===== config.mk =====
export PLATFORM = sky130hd
export DESIGN_NAME = fat32_boot_sector_geometry_top
export DESIGN_NICKNAME = d
export VERILOG_FILES = /design/src/sv/fbsg_pkg.sv /design/src/sv/fbsg_front.sv /design/src/sv/fbsg_queue.sv /design/src/sv/fbsg_back.sv /design/src/sv/fat32_boot_sector_geometry_top.sv
export SDC_FILE = /design/constraint.sdc
export NUM_CORES = 1
export LEC_CHECK = 0
export ABC_AREA = 1
export ABC_CLOCK_PERIOD_IN_PS = 11900
export BUFFER_PORTS_ARGS = -buffer_cell sky130_fd_sc_hd__clkbuf_2
export CAP_MARGIN = 10
export CORE_MARGIN = 2
export CORE_UTILIZATION = 50
export CTS_CLUSTER_SIZE = 10
export DETAILED_ROUTE_END_ITERATION = 10
export GPL_ROUTABILITY_DRIVEN = 0
export PLACE_DENSITY_LB_ADDON = 0.05
export SLEW_MARGIN = 30
export SYNTH_ARGS = -nofsm -noshare
export SYNTH_HDL_FRONTEND = slang
export SYNTH_SLANG_ARGS = --single-unit
export TNS_END_PERCENT = 1

===== constraint.sdc =====
create_clock -name clk -period 11.9 [get_ports clk]
set_input_delay 2.38 -clock clk [delete_from_list [all_inputs] [get_ports clk]]
set_output_delay 2.38 -clock clk [all_outputs]
set_load 0.05 [all_outputs]

===== src/sv/fbsg_pkg.sv =====
// Shared types, codes and constants for the FAT32 boot sector geometry block.
`timescale 1ns / 1ps
`default_nettype none

package fbsg_pkg;

  localparam int SECTOR_IMAGE_BYTES_DEF = 512;
  localparam int Q_DEPTH = 2;

  localparam logic [15:0] SIG_WORD = 16'hAA55;

  localparam int OFS_BPS_LO = 11;
  localparam int OFS_BPS_HI = 12;
  localparam int OFS_SPC    = 13;
  localparam int OFS_RSV_LO = 14;
  localparam int OFS_RSV_HI = 15;
  localparam int OFS_FATS   = 16;
  localparam int OFS_FATSZ  = 36;
  localparam int OFS_ROOT   = 44;

  localparam logic [1:0] FUNC_BYTE  = 2'd0;
  localparam logic [1:0] FUNC_QUERY = 2'd1;
  localparam logic [1:0] FUNC_CLEAR = 2'd2;

  localparam logic [2:0] ST_OK        = 3'd0;
  localparam logic [2:0] ST_BAD_SIG   = 3'd1;
  localparam logic [2:0] ST_ALREADY   = 3'd2;
  localparam logic [2:0] ST_SECTOR    = 3'd3;
  localparam logic [2:0] ST_NOT_VALID = 3'd4;

  localparam logic [1:0] KIND_STATUS = 2'd0;
  localparam logic [1:0] KIND_PARSE  = 2'd1;
  localparam logic [1:0] KIND_QUERY  = 2'd2;

  typedef struct packed {
    logic [1:0]  kind;
    logic [2:0]  status;
    logic [27:0] cluster;
    logic [15:0] reserved;
    logic [7:0]  fat_copies;
    logic [31:0] fat_size;
    logic [7:0]  spc;
    logic [15:0] bps;
    logic [31:0] root;
  } fbsg_cmd_t;

endpackage

`default_nettype wire


===== src/sv/fbsg_front.sv =====
// Front end: accepts items, tracks the byte position, captures boot sector fields, classifies.
`timescale 1ns / 1ps
`default_nettype none

module fbsg_front
  import fbsg_pkg::*;
#(
  parameter int SECTOR_IMAGE_BYTES = SECTOR_IMAGE_BYTES_DEF
) (
  input  wire logic        clk,
  input  wire logic        rst,
  input  wire logic        in_valid,
  output logic             in_ready,
  input  wire logic [1:0]  func,
  input  wire logic [7:0]  data_byte,
  input  wire logic [27:0] cluster,
  input  wire logic        q_full,
  output logic             push,
  output fbsg_cmd_t        cmd
);

  localparam int PW = $clog2(SECTOR_IMAGE_BYTES);
  localparam logic [PW-1:0] LAST_POS = PW'(SECTOR_IMAGE_BYTES - 1);
  localparam logic [PW-1:0] SIG_POS  = PW'(SECTOR_IMAGE_BYTES - 2);

  logic [PW-1:0] byte_pos;
  logic          volume_valid;
  logic [15:0]   bps;
  logic [7:0]    spc;
  logic [15:0]   rsv;
  logic [7:0]    fats;
  logic [31:0]   fat_size;
  logic [31:0]   root;
  logic [7:0]    sig_low;

  logic accept;
  logic last;
  logic sig_ok;
  logic push_req;

  assign in_ready = !q_full;
  assign accept   = in_valid && in_ready;
  assign last     = byte_pos == LAST_POS;
  assign sig_ok   = {data_byte, sig_low} == SIG_WORD;
  assign push     = accept && push_req;

  always_comb begin
    push_req       = 1'b0;
    cmd.kind       = KIND_STATUS;
    cmd.status     = ST_OK;
    cmd.cluster    = cluster;
    cmd.reserved   = rsv;
    cmd.fat_copies = fats;
    cmd.fat_size   = fat_size;
    cmd.spc        = spc;
    cmd.bps        = bps;
    cmd.root       = root;
    case (func)
      FUNC_BYTE: begin
        if (last) begin
          push_req = 1'b1;
          if (volume_valid) begin
            cmd.status = ST_ALREADY;
          end else if (!sig_ok) begin
            cmd.status = ST_BAD_SIG;
          end else begin
            cmd.kind   = KIND_PARSE;
            cmd.status = ST_OK;
          end
        end
      end
      FUNC_QUERY: begin
        push_req = 1'b1;
        if (volume_valid) begin
          cmd.kind   = KIND_QUERY;
          cmd.status = ST_SECTOR;
        end else begin
          cmd.status = ST_NOT_VALID;
        end
      end
      default: begin
        push_req = 1'b0;
      end
    endcase
  end

  always_ff @(posedge clk) begin
    if (rst) begin
      byte_pos     <= '0;
      volume_valid <= 1'b0;
    end else if (accept) begin
      case (func)
        FUNC_BYTE: begin
          byte_pos <= last ? '0 : byte_pos + PW'(1);
          if (last && !volume_valid && sig_ok) begin
            volume_valid <= 1'b1;
          end
        end
        FUNC_CLEAR: begin
          byte_pos     <= '0;
          volume_valid <= 1'b0;
        end
        default: begin
          byte_pos <= byte_pos;
        end
      endcase
    end
  end

  // Capture little-endian fields while no volume is mounted
  always_ff @(posedge clk) begin
    if (accept && func == FUNC_BYTE && !volume_valid) begin
      if (byte_pos == PW'(OFS_BPS_LO)) bps[7:0] <= data_byte;
      if (byte_pos == PW'(OFS_BPS_HI)) bps[15:8] <= data_byte;
      if (byte_pos == PW'(OFS_SPC)) spc <= data_byte;
      if (byte_pos == PW'(OFS_RSV_LO)) rsv[7:0] <= data_byte;
      if (byte_pos == PW'(OFS_RSV_HI)) rsv[15:8] <= data_byte;
      if (byte_pos == PW'(OFS_FATS)) fats <= data_byte;
      if (byte_pos >= PW'(OFS_FATSZ) && byte_pos < PW'(OFS_FATSZ + 4)) begin
        case (byte_pos[1:0])
          2'd0:    fat_size[7:0]   <= data_byte;
          2'd1:    fat_size[15:8]  <= data_byte;
          2'd2:    fat_size[23:16] <= data_byte;
          default: fat_size[31:24] <= data_byte;
        endcase
      end
      if (byte_pos >= PW'(OFS_ROOT) && byte_pos < PW'(OFS_ROOT + 4)) begin
        case (byte_pos[1:0])
          2'd0:    root[7:0]   <= data_byte;
          2'd1:    root[15:8]  <= data_byte;
          2'd2:    root[23:16] <= data_byte;
          default: root[31:24] <= data_byte;
        endcase
      end
      if (byte_pos == SIG_POS) sig_low <= data_byte;
    end
  end

endmodule

`default_nettype wire


===== src/sv/fbsg_queue.sv =====
// Short command queue between the front end and the back end.
`timescale 1ns / 1ps
`default_nettype none

module fbsg_queue
  import fbsg_pkg::*;
#(
  parameter int DEPTH = Q_DEPTH
) (
  input  wire logic      clk,
  input  wire logic      rst,
  input  wire logic      push,
  input  wire fbsg_cmd_t cmd_in,
  input  wire logic      pop,
  output fbsg_cmd_t      cmd_out,
  output logic           full,
  output logic           not_empty
);

  localparam int AW = $clog2(DEPTH);
  localparam int CW = $clog2(DEPTH + 1);

  fbsg_cmd_t   mem [DEPTH];
  logic [AW-1:0] wr_ptr;
  logic [AW-1:0] rd_ptr;
  logic [CW-1:0] count;

  assign full      = count == CW'(DEPTH);
  assign not_empty = count != '0;
  assign cmd_out   = mem[rd_ptr];

  always_ff @(posedge clk) begin
    if (push) begin
      mem[wr_ptr] <= cmd_in;
    end
  end

  always_ff @(posedge clk) begin
    if (rst) begin
      wr_ptr <= '0;
      rd_ptr <= '0;
      count  <= '0;
    end else begin
      if (push) begin
        wr_ptr <= (wr_ptr == AW'(DEPTH - 1)) ? '0 : wr_ptr + AW'(1);
      end
      if (pop) begin
        rd_ptr <= (rd_ptr == AW'(DEPTH - 1)) ? '0 : rd_ptr + AW'(1);
      end
      case ({push, pop})
        2'b10:   count <= count + CW'(1);
        2'b01:   count <= count - CW'(1);
        default: count <= count;
      endcase
    end
  end

`ifndef SYNTH
  assert property (@(posedge clk) disable iff (rst) push |-> !full)
    else $error("queue written while full");
  assert property (@(posedge clk) disable iff (rst) pop |-> not_empty)
    else $error("queue read while empty");
`endif

endmodule

`default_nettype wire


===== src/sv/fbsg_back.sv =====
// Back end: computes geometry and cluster sectors with one shared multiplier, holds the result.
`timescale 1ns / 1ps
`default_nettype none

module fbsg_back
  import fbsg_pkg::*;
(
  input  wire logic        clk,
  input  wire logic        rst,
  input  wire logic        cfg_we,
  input  wire logic [31:0] cfg_wdata,
  input  wire logic        q_valid,
  input  wire fbsg_cmd_t   cmd,
  output logic             pop,
  output logic             out_valid,
  input  wire logic        out_ready,
  output logic [2:0]       status,
  output logic [31:0]      sector,
  output logic [31:0]      fat_start,
  output logic [31:0]      data_start,
  output logic [7:0]       cluster_sectors,
  output logic [15:0]      sector_bytes,
  output logic [31:0]      root_cluster
);

  logic [31:0] partition_start;
  logic [31:0] data_start_reg;
  logic [7:0]  spc_reg;

  logic [31:0] mul_a;
  logic [7:0]  mul_b;
  logic [39:0] prod;
  logic [31:0] fat_st;
  logic [31:0] data_st;
  logic [31:0] query_sector;
  logic        is_query;

  assign pop      = q_valid && (!out_valid || out_ready);
  assign is_query = cmd.kind == KIND_QUERY;

  always_comb begin
    mul_a        = is_query ? ({4'b0, cmd.cluster} - 32'd2) : cmd.fat_size;
    mul_b        = is_query ? spc_reg : cmd.fat_copies;
    prod         = mul_a * mul_b;
    fat_st       = partition_start + {16'b0, cmd.reserved};
    data_st      = fat_st + prod[31:0];
    query_sector = data_start_reg + prod[31:0];
  end

  always_ff @(posedge clk) begin
    if (rst) begin
      partition_start <= '0;
    end else if (cfg_we) begin
      partition_start <= cfg_wdata;
    end
  end

  always_ff @(posedge clk) begin
    if (rst) begin
      out_valid <= 1'b0;
    end else if (pop) begin
      out_valid <= 1'b1;
    end else if (out_ready) begin
      out_valid <= 1'b0;
    end
  end

  always_ff @(posedge clk) begin
    if (pop) begin
      status <= cmd.status;
      case (cmd.kind)
        KIND_PARSE: begin
          sector          <= '0;
          fat_start       <= fat_st;
          data_start      <= data_st;
          cluster_sectors <= cmd.spc;
          sector_bytes    <= cmd.bps;
          root_cluster    <= cmd.root;
          data_start_reg  <= data_st;
          spc_reg         <= cmd.spc;
        end
        KIND_QUERY: begin
          sector          <= query_sector;
          fat_start       <= '0;
          data_start      <= '0;
          cluster_sectors <= '0;
          sector_bytes    <= '0;
          root_cluster    <= '0;
        end
        default: begin
          sector          <= '0;
          fat_start       <= '0;
          data_start      <= '0;
          cluster_sectors <= '0;
          sector_bytes    <= '0;
          root_cluster    <= '0;
        end
      endcase
    end
  end

`ifndef SYNTH
  assert property (@(posedge clk) disable iff (rst)
    out_valid && status != ST_SECTOR |-> sector == '0)
    else $error("sector set on a non-query result");
  assert property (@(posedge clk) disable iff (rst)
    out_valid && status != ST_OK |-> fat_start == '0 && data_start == '0 &&
      cluster_sectors == '0 && sector_bytes == '0 && root_cluster == '0)
    else $error("geometry set on a result other than parsed ok");
`endif

endmodule

`default_nettype wire


===== src/sv/fat32_boot_sector_geometry_top.sv =====
// Top level of the FAT32 boot sector geometry parser and cluster-to-sector mapper.
`timescale 1ns / 1ps
`default_nettype none

// Accepts one item per cycle while the command queue has room: boot sector bytes in
// order from offset 0, cluster queries and clear items. A result is registered at the
// output once its item leaves the queue and can wait on out_ready while further items keep
// coming; a two-entry command queue between the byte parser and the arithmetic stage
// absorbs the stall before in_ready drops. The arithmetic stage has one 32x8 multiplier,
// shared by the data start computation at the end of a parse and by cluster queries.
// partition_start is sampled when the last byte of a parse reaches the arithmetic stage.
module fat32_boot_sector_geometry_top
  import fbsg_pkg::*;
#(
  parameter int SECTOR_IMAGE_BYTES = SECTOR_IMAGE_BYTES_DEF
) (
  input  wire logic        clk,
  input  wire logic        rst,
  input  wire logic        cfg_we,
  input  wire logic [31:0] cfg_wdata,
  input  wire logic        in_valid,
  output logic             in_ready,
  input  wire logic [1:0]  func,
  input  wire logic [7:0]  data_byte,
  input  wire logic [27:0] cluster,
  output logic             out_valid,
  input  wire logic        out_ready,
  output logic [2:0]       status,
  output logic [31:0]      sector,
  output logic [31:0]      fat_start,
  output logic [31:0]      data_start,
  output logic [7:0]       cluster_sectors,
  output logic [15:0]      sector_bytes,
  output logic [31:0]      root_cluster
);

  fbsg_cmd_t push_cmd;
  fbsg_cmd_t head_cmd;
  logic      push;
  logic      pop;
  logic      q_full;
  logic      q_valid;

  fbsg_front #(
    .SECTOR_IMAGE_BYTES(SECTOR_IMAGE_BYTES)
  ) u_front (
    .clk      (clk),
    .rst      (rst),
    .in_valid (in_valid),
    .in_ready (in_ready),
    .func     (func),
    .data_byte(data_byte),
    .cluster  (cluster),
    .q_full   (q_full),
    .push     (push),
    .cmd      (push_cmd)
  );

  fbsg_queue #(
    .DEPTH(Q_DEPTH)
  ) u_queue (
    .clk      (clk),
    .rst      (rst),
    .push     (push),
    .cmd_in   (push_cmd),
    .pop      (pop),
    .cmd_out  (head_cmd),
    .full     (q_full),
    .not_empty(q_valid)
  );

  fbsg_back u_back (
    .clk            (clk),
    .rst            (rst),
    .cfg_we         (cfg_we),
    .cfg_wdata      (cfg_wdata),
    .q_valid        (q_valid),
    .cmd            (head_cmd),
    .pop            (pop),
    .out_valid      (out_valid),
    .out_ready      (out_ready),
    .status         (status),
    .sector         (sector),
    .fat_start      (fat_start),
    .data_start     (data_start),
    .cluster_sectors(cluster_sectors),
    .sector_bytes   (sector_bytes),
    .root_cluster   (root_cluster)
  );

endmodule

`default_nettype wire


==> reports/results.ini, run 1 <==
[logic_synthesis]
synth_top_area_share_pct = 52.47
ys_seq_area_share_pct = 55.25
synth_fp_nets = 3670
ys_top_cells_by_area = edfxtp_1 (52%), fa_1 (9.2%), nand2_1 (5.9%)
muxShareOfSynthArea_pct = 0.1229
synthCells = 3308
syn-cell-area_sq_mm = 0.03462
synth_fa_ha_area_share_pct = 13.82
yosys.area.top_type = edfxtp_1
async_reset_ff_share_pct = 0
synth_edf_count = 605
ys.flop_type = edfxtp_1
ys_warn_count = 0
synthXorXnorAreaFrac_pct = 2.277
synthSimpleGateAreaFrac_pct = 14.50
synth_compound_area_share_pct = 7.979
syn-mean-instance-area_sq_um = 10.47
yosys_register_bits = 653
synth_top_family_by_area = simple AND/OR/NAND/NOR gates
synth_cell_types = 54

[worst_setup_path]
crit_arrival_ps = 9870
critical_path_peak_fanout = 42
slowest_stage = inv_1
cpMostUsedCell = nand2_1
path_class = flop to flop
start_kind = flop
worstPathRequired_ps = 12270
cpPeakStageDelay_ps = 680
crit_path_end_kind = flop

[sta]
finalSetupViolCount = 0
maxSlewViolCount = 0
fin_skew_ps = 27.83
finalCritPeriodShare_pct = 79.78
fmax_ghz = 0.1053
rsz0062_at_grt = no
hold_viol = 0
slew_headroom_pct = 31.05
fin_tns_setup_ps = 0
worst_slack_ps = 2406
tightest_slew_ps = 1027
min_period_ps = 9494

[cts]
post_cts_buffers = 0
numCtsBuffers = 78
cts_tree = built
holdBufCountCts = 0
clkSlewWorstSetupHoldPaths_ps = 60
clkSinkCount = 653
htreeDepth = 3
post_cts_resized = 0
cts_max_path_buffers = 3
clkLatencyLatePin_ps = 630
cts_root_buf = clkbuf_16

[detailed_routing]
viasPerCell = 5.360
vias = 24330
routed_wl_um = 87800
drt_iter0_markers = 2005
drc = 0
first_pass_iters = 6
wl_per_cell_um = 19.34
ant_nets = 0

[run]
drv_cap = 0

[floorplan]
rows = 96
start_util_pct = 50.48
dieArea_sq_mm = 0.07137
dieWidth_um = 267.1
pin_count = 232
fp.coreArea_sq_mm = 0.06859
die_y_um = 267.1

[global_routing]
grt_max_degree = 137
grt_pass1_wl_um = 136100
overflow = 0
grt_pass1_vias = 24200
grt_usage_pct = 24.86
antenna_found_initial = 1

[finish]
layout_common_cells = edfxtp_1 (605), nand2_1 (545), nor2_1 (488)
largest_reg_flops = 290
fin_nets = 3925
drive_gt1_share_pct = 11.89
fillCellCount = 5840
antenna_cells = 0
final_common_cell = edfxtp_1
fin_area_sq_mm = 0.03923
syn2layout_area_growth_pct = 13.31
final_core_util_pct = 57.20

[placement]
dp_hpwl_um = 62590
place.port_buffers = 231
place_area_sq_mm = 0.03686
post-place-ws_ps = 2574

[run_status]
status = completed

[worst_hold_path]
min_path_type = flop to flop

## stage by stage
stage          cells  hold slack, ps
3_5_place_dp    4414           429.0
4_1_cts         4540           411.0
6_report        4540           426.5
3_3_place_gp    4414           422.3
2_1_floorplan   3308           421.5
5_1_grt         4540           421.3
## final timing paths
check / cells after the start / slack (ps) / start / endpoint
worst max register to register: 36 / 2410 / flop / u_back.sector[30]
worst min-delay path: 0 / 430 / u_front.root[23] / u_queue.mem[0][23]
worst max-delay path: 36 / 2410 / flop / u_back.sector[30]
worst min register to register: 0 / 430 / u_front.root[23] / u_queue.mem[0][23]
## layer usage
metal / up-vias / wire length, um / track usage (%)
li1: 11520 / - / -
met1: 11840 / 37220 / 33.23
met2: 833 / 42500 / 41.52
met3: 149 / 5865 / 4.505
met4: 0 / 2205 / 7.379
met5: - / 0 / 0
## cells in the mapped netlist (5+ instances only)
master	count
nand3b_1	8
fa_1	159
a31oi_1	14
edfxtp_1	605
a21o_1	5
o31ai_1	7
o21a_1	11
buf_2	9
nor2_2	8
buf_1	6
xor2_1	53
nand4_1	24
buf_6	5
a21boi_0	11
dfxtp_1	48
nor2_1	493
o21ai_0	151
inv_1	448
or2_2	25
clkinv_1	5
o21ai_1	34
ha_1	128
nor4_1	11
o211ai_1	19
clkbuf_1	62
a221oi_1	5
nand3_1	66
nand2_2	17
a21oi_1	226
o21bai_1	6
nand2_1	545
nor3_1	22
xnor2_1	37
## cell families (layout without fill, tap and decap cells)
family	count (synthesis)	in the layout
adders and majority gates	287	287
DFF	653	653
muxes	3	3
and+or+nand+nor	1228	1228
AOI/OAI and AO/OA	505	505
buffers and inverters	542	843
xor gates and xnor gates	90	90
## cell type report
| type | count | area [sq um] | share of cell area (%) |
|---|---|---|---|
| Clock buffer | 112 | 2101 | 5.355 |
| Clock inverter | 14 | 260.3 | 0.6634 |
| Timing Repair Buffer | 260 | 1390 | 3.543 |
| Tap cell | 931 | 1165 | 2.969 |
| Multi-Input combinational cell | 2113 | 13460 | 34.32 |
| Inverter | 457 | 1720 | 4.385 |
| Sequential cell | 653 | 19130 | 48.77 |
## critical path, delay by kind of cell (launching register included)
family	cells	cell delay [ps]
AOI/OAI and AO/OA	13	2860
adders and majority gates	6	2750
buffers and inverters	5	1460
and+or+nand+nor	11	1240
DFF	1	480
xor gates and xnor gates	1	360
Power of run 1 is left out: the tool's default activity adds up to more than one toggle a clock period on the data nets, which glitch-free logic cannot reach.
==> run 2: changes to the inputs <==
ABC_CLOCK_PERIOD_IN_PS = 9400   (was 11900)
clock period = 9.4 ns   (was 11.9 ns; I/O delays follow)
==> run 2 against run 1 <==
  * Sequential share of layout area down 0.27 points
  * Wire length increased by 3.8%
  * Critical path type unchanged
  * Clock skew grew 4.8 ps
==> reports/results.ini, run 2 (synthesis gave the netlist of run 1 again) <==
[detailed_routing]
viasPerCell = 5.381  ; was 5.360
first_pass_iters = 6  ; unchanged
drt_iter0_markers = 2059  ; was 2005
drc = 0  ; unchanged
ant_nets = 0  ; unchanged
wl_per_cell_um = 19.91  ; was 19.34 um
vias = 24620  ; was 24.33k
routed_wl_um = 91110  ; was 87800 um

[global_routing]
grt_pass1_vias = 24790  ; was 24.20k
grt_max_degree = 136  ; was 137
overflow = 0  ; unchanged
antenna_found_initial = 1  ; unchanged
grt_pass1_wl_um = 140100  ; was 136100 um
grt_usage_pct = 25.74  ; was 24.86%

[worst_setup_path]
crit_arrival_ps = 9130  ; was 9870 ps
crit_path_end_kind = flop  ; unchanged
start_kind = flop  ; unchanged
slowest_stage = fa_1  ; was inv_1
cpMostUsedCell = nand2_1  ; unchanged
cpPeakStageDelay_ps = 530  ; was 680 ps
path_class = flop to flop  ; unchanged
critical_path_peak_fanout = 31  ; was 42
worstPathRequired_ps = 9770  ; was 12270 ps

[finish]
syn2layout_area_growth_pct = 13.95  ; was 13.31%
fillCellCount = 5880  ; was 5840
final_common_cell = edfxtp_1  ; unchanged
drive_gt1_share_pct = 12.54  ; was 11.89%
layout_common_cells = edfxtp_1 (605), nand2_1 (544), nor2_1 (489)  ; was edfxtp_1 (605), nand2_1 (545), nor2_1 (488)
largest_reg_flops = 290  ; unchanged
fin_nets = 3954  ; was 3925

[sta]
finalCritPeriodShare_pct = 93.23  ; was 79.78%
finalSetupViolCount = 0  ; unchanged
fin_tns_setup_ps = 0  ; unchanged
maxSlewViolCount = 0  ; unchanged
rsz0062_at_grt = no  ; unchanged
min_period_ps = 8764  ; was 9494 ps
slew_headroom_pct = 34.83  ; was 31.05%
tightest_slew_ps = 977.5  ; was 1027 ps
fmax_ghz = 0.1141  ; was 0.1053 GHz
hold_viol = 0  ; unchanged
fin_skew_ps = 32.68  ; was 27.83 ps

[floorplan]
rows = 96  ; unchanged
fp.coreArea_sq_mm = 0.06859  ; unchanged
start_util_pct = 50.48  ; unchanged
die_y_um = 267.1  ; unchanged
dieWidth_um = 267.1  ; unchanged
pin_count = 232  ; unchanged
dieArea_sq_mm = 0.07137  ; unchanged

[worst_hold_path]
min_path_type = flop to flop  ; unchanged

[placement]
place.port_buffers = 231  ; unchanged
dp_hpwl_um = 65340  ; was 62590 um

[cts]
numCtsBuffers = 77  ; was 78
htreeDepth = 3  ; unchanged
clkSinkCount = 653  ; unchanged
cts_root_buf = clkbuf_16  ; unchanged
clkSlewWorstSetupHoldPaths_ps = 50  ; was 60 ps
cts_max_path_buffers = 3  ; unchanged
cts_tree = built  ; unchanged
clkLatencyLatePin_ps = 640  ; was 630 ps
holdBufCountCts = 0  ; unchanged

[run]
drv_cap = 0  ; unchanged

[run_status]
status = completed  ; unchanged

[run 2: cell types whose count changed in the layout (fill, tap and decap cells not counted), sizes merged]
cell / change
inv: +1
clkinvlp: -1
clkinv: -1
clkbuf: +5
buf: +30
diode: +1
[run 2: worst paths after layout]
path	start	endpoint	slack, ps	depth (start not counted)
min reg2reg	u_front.bps[3]	u_queue.mem[1][35]	430	0
max	flop	u_back.sector[31]	640	37
max reg2reg	flop	u_back.sector[31]	640	37
min	u_front.bps[3]	u_queue.mem[1][35]	430	0
[run 2: worst max-delay path: cells and delay by family (launching register included)]
kind	cells	cell delay, ps
AO/OA/AOI/OAI	8	1770
XOR/XNOR	3	790
adder cells (fa/ha/maj)	6	2730
buffers and inverters	6	730
flip-flops	1	430
AND/OR/NAND/NOR	14	2040
[run 2: routing by layer]
layer	track usage [%]	up-vias	wire, um
met2	43.90	794	44920
met5	0	-	0
met4	8.078	0	2556
li1	-	11580	-
met1	33.77	12090	38180
met3	4.202	159	5449
[run 2: final cells by class]
type | instances | area, sq um | area share [%]
well taps | 931 | 1165 | 2.952
repair buffers | 290 | 1624 | 4.116
flip-flops and latches | 653 | 19130 | 48.49
multi-input cells | 2113 | 13460 | 34.13
diodes | 1 | 2.502 | 0.006343
clock inverters | 13 | 237.7 | 0.6025
inverters | 457 | 1720 | 4.361
clock buffers | 117 | 2108 | 5.344
[run 2: stage by stage]
step / std cells / utilization [%] / area [sq um] / hold WS (ps) / worst slack (ps)
finish: 4575 / 57.53 / 39450 / 426.6 / 636.2
global route: 4574 / 57.52 / 39450 / 433.9 / 2.229
CTS: 4573 / 57.49 / 39430 / 435.2 / 582.1
detailed placement: 4443 / 54.07 / 37090 / 429.6 / 620.8
global placement: 4443 / 54.06 / 37080 / 421.8 / 700.0
floorplan: 3308 / - / 34630 / 421.5 / 442.7
[run 2: what timing repair did]
action | 4_1_cts | 5_1_grt
setup endpoints to repair | 0 | 5
buffers inserted | 0 | 1
gates resized for setup | 0 | 4
Power of run 2 is left out for the same reason.
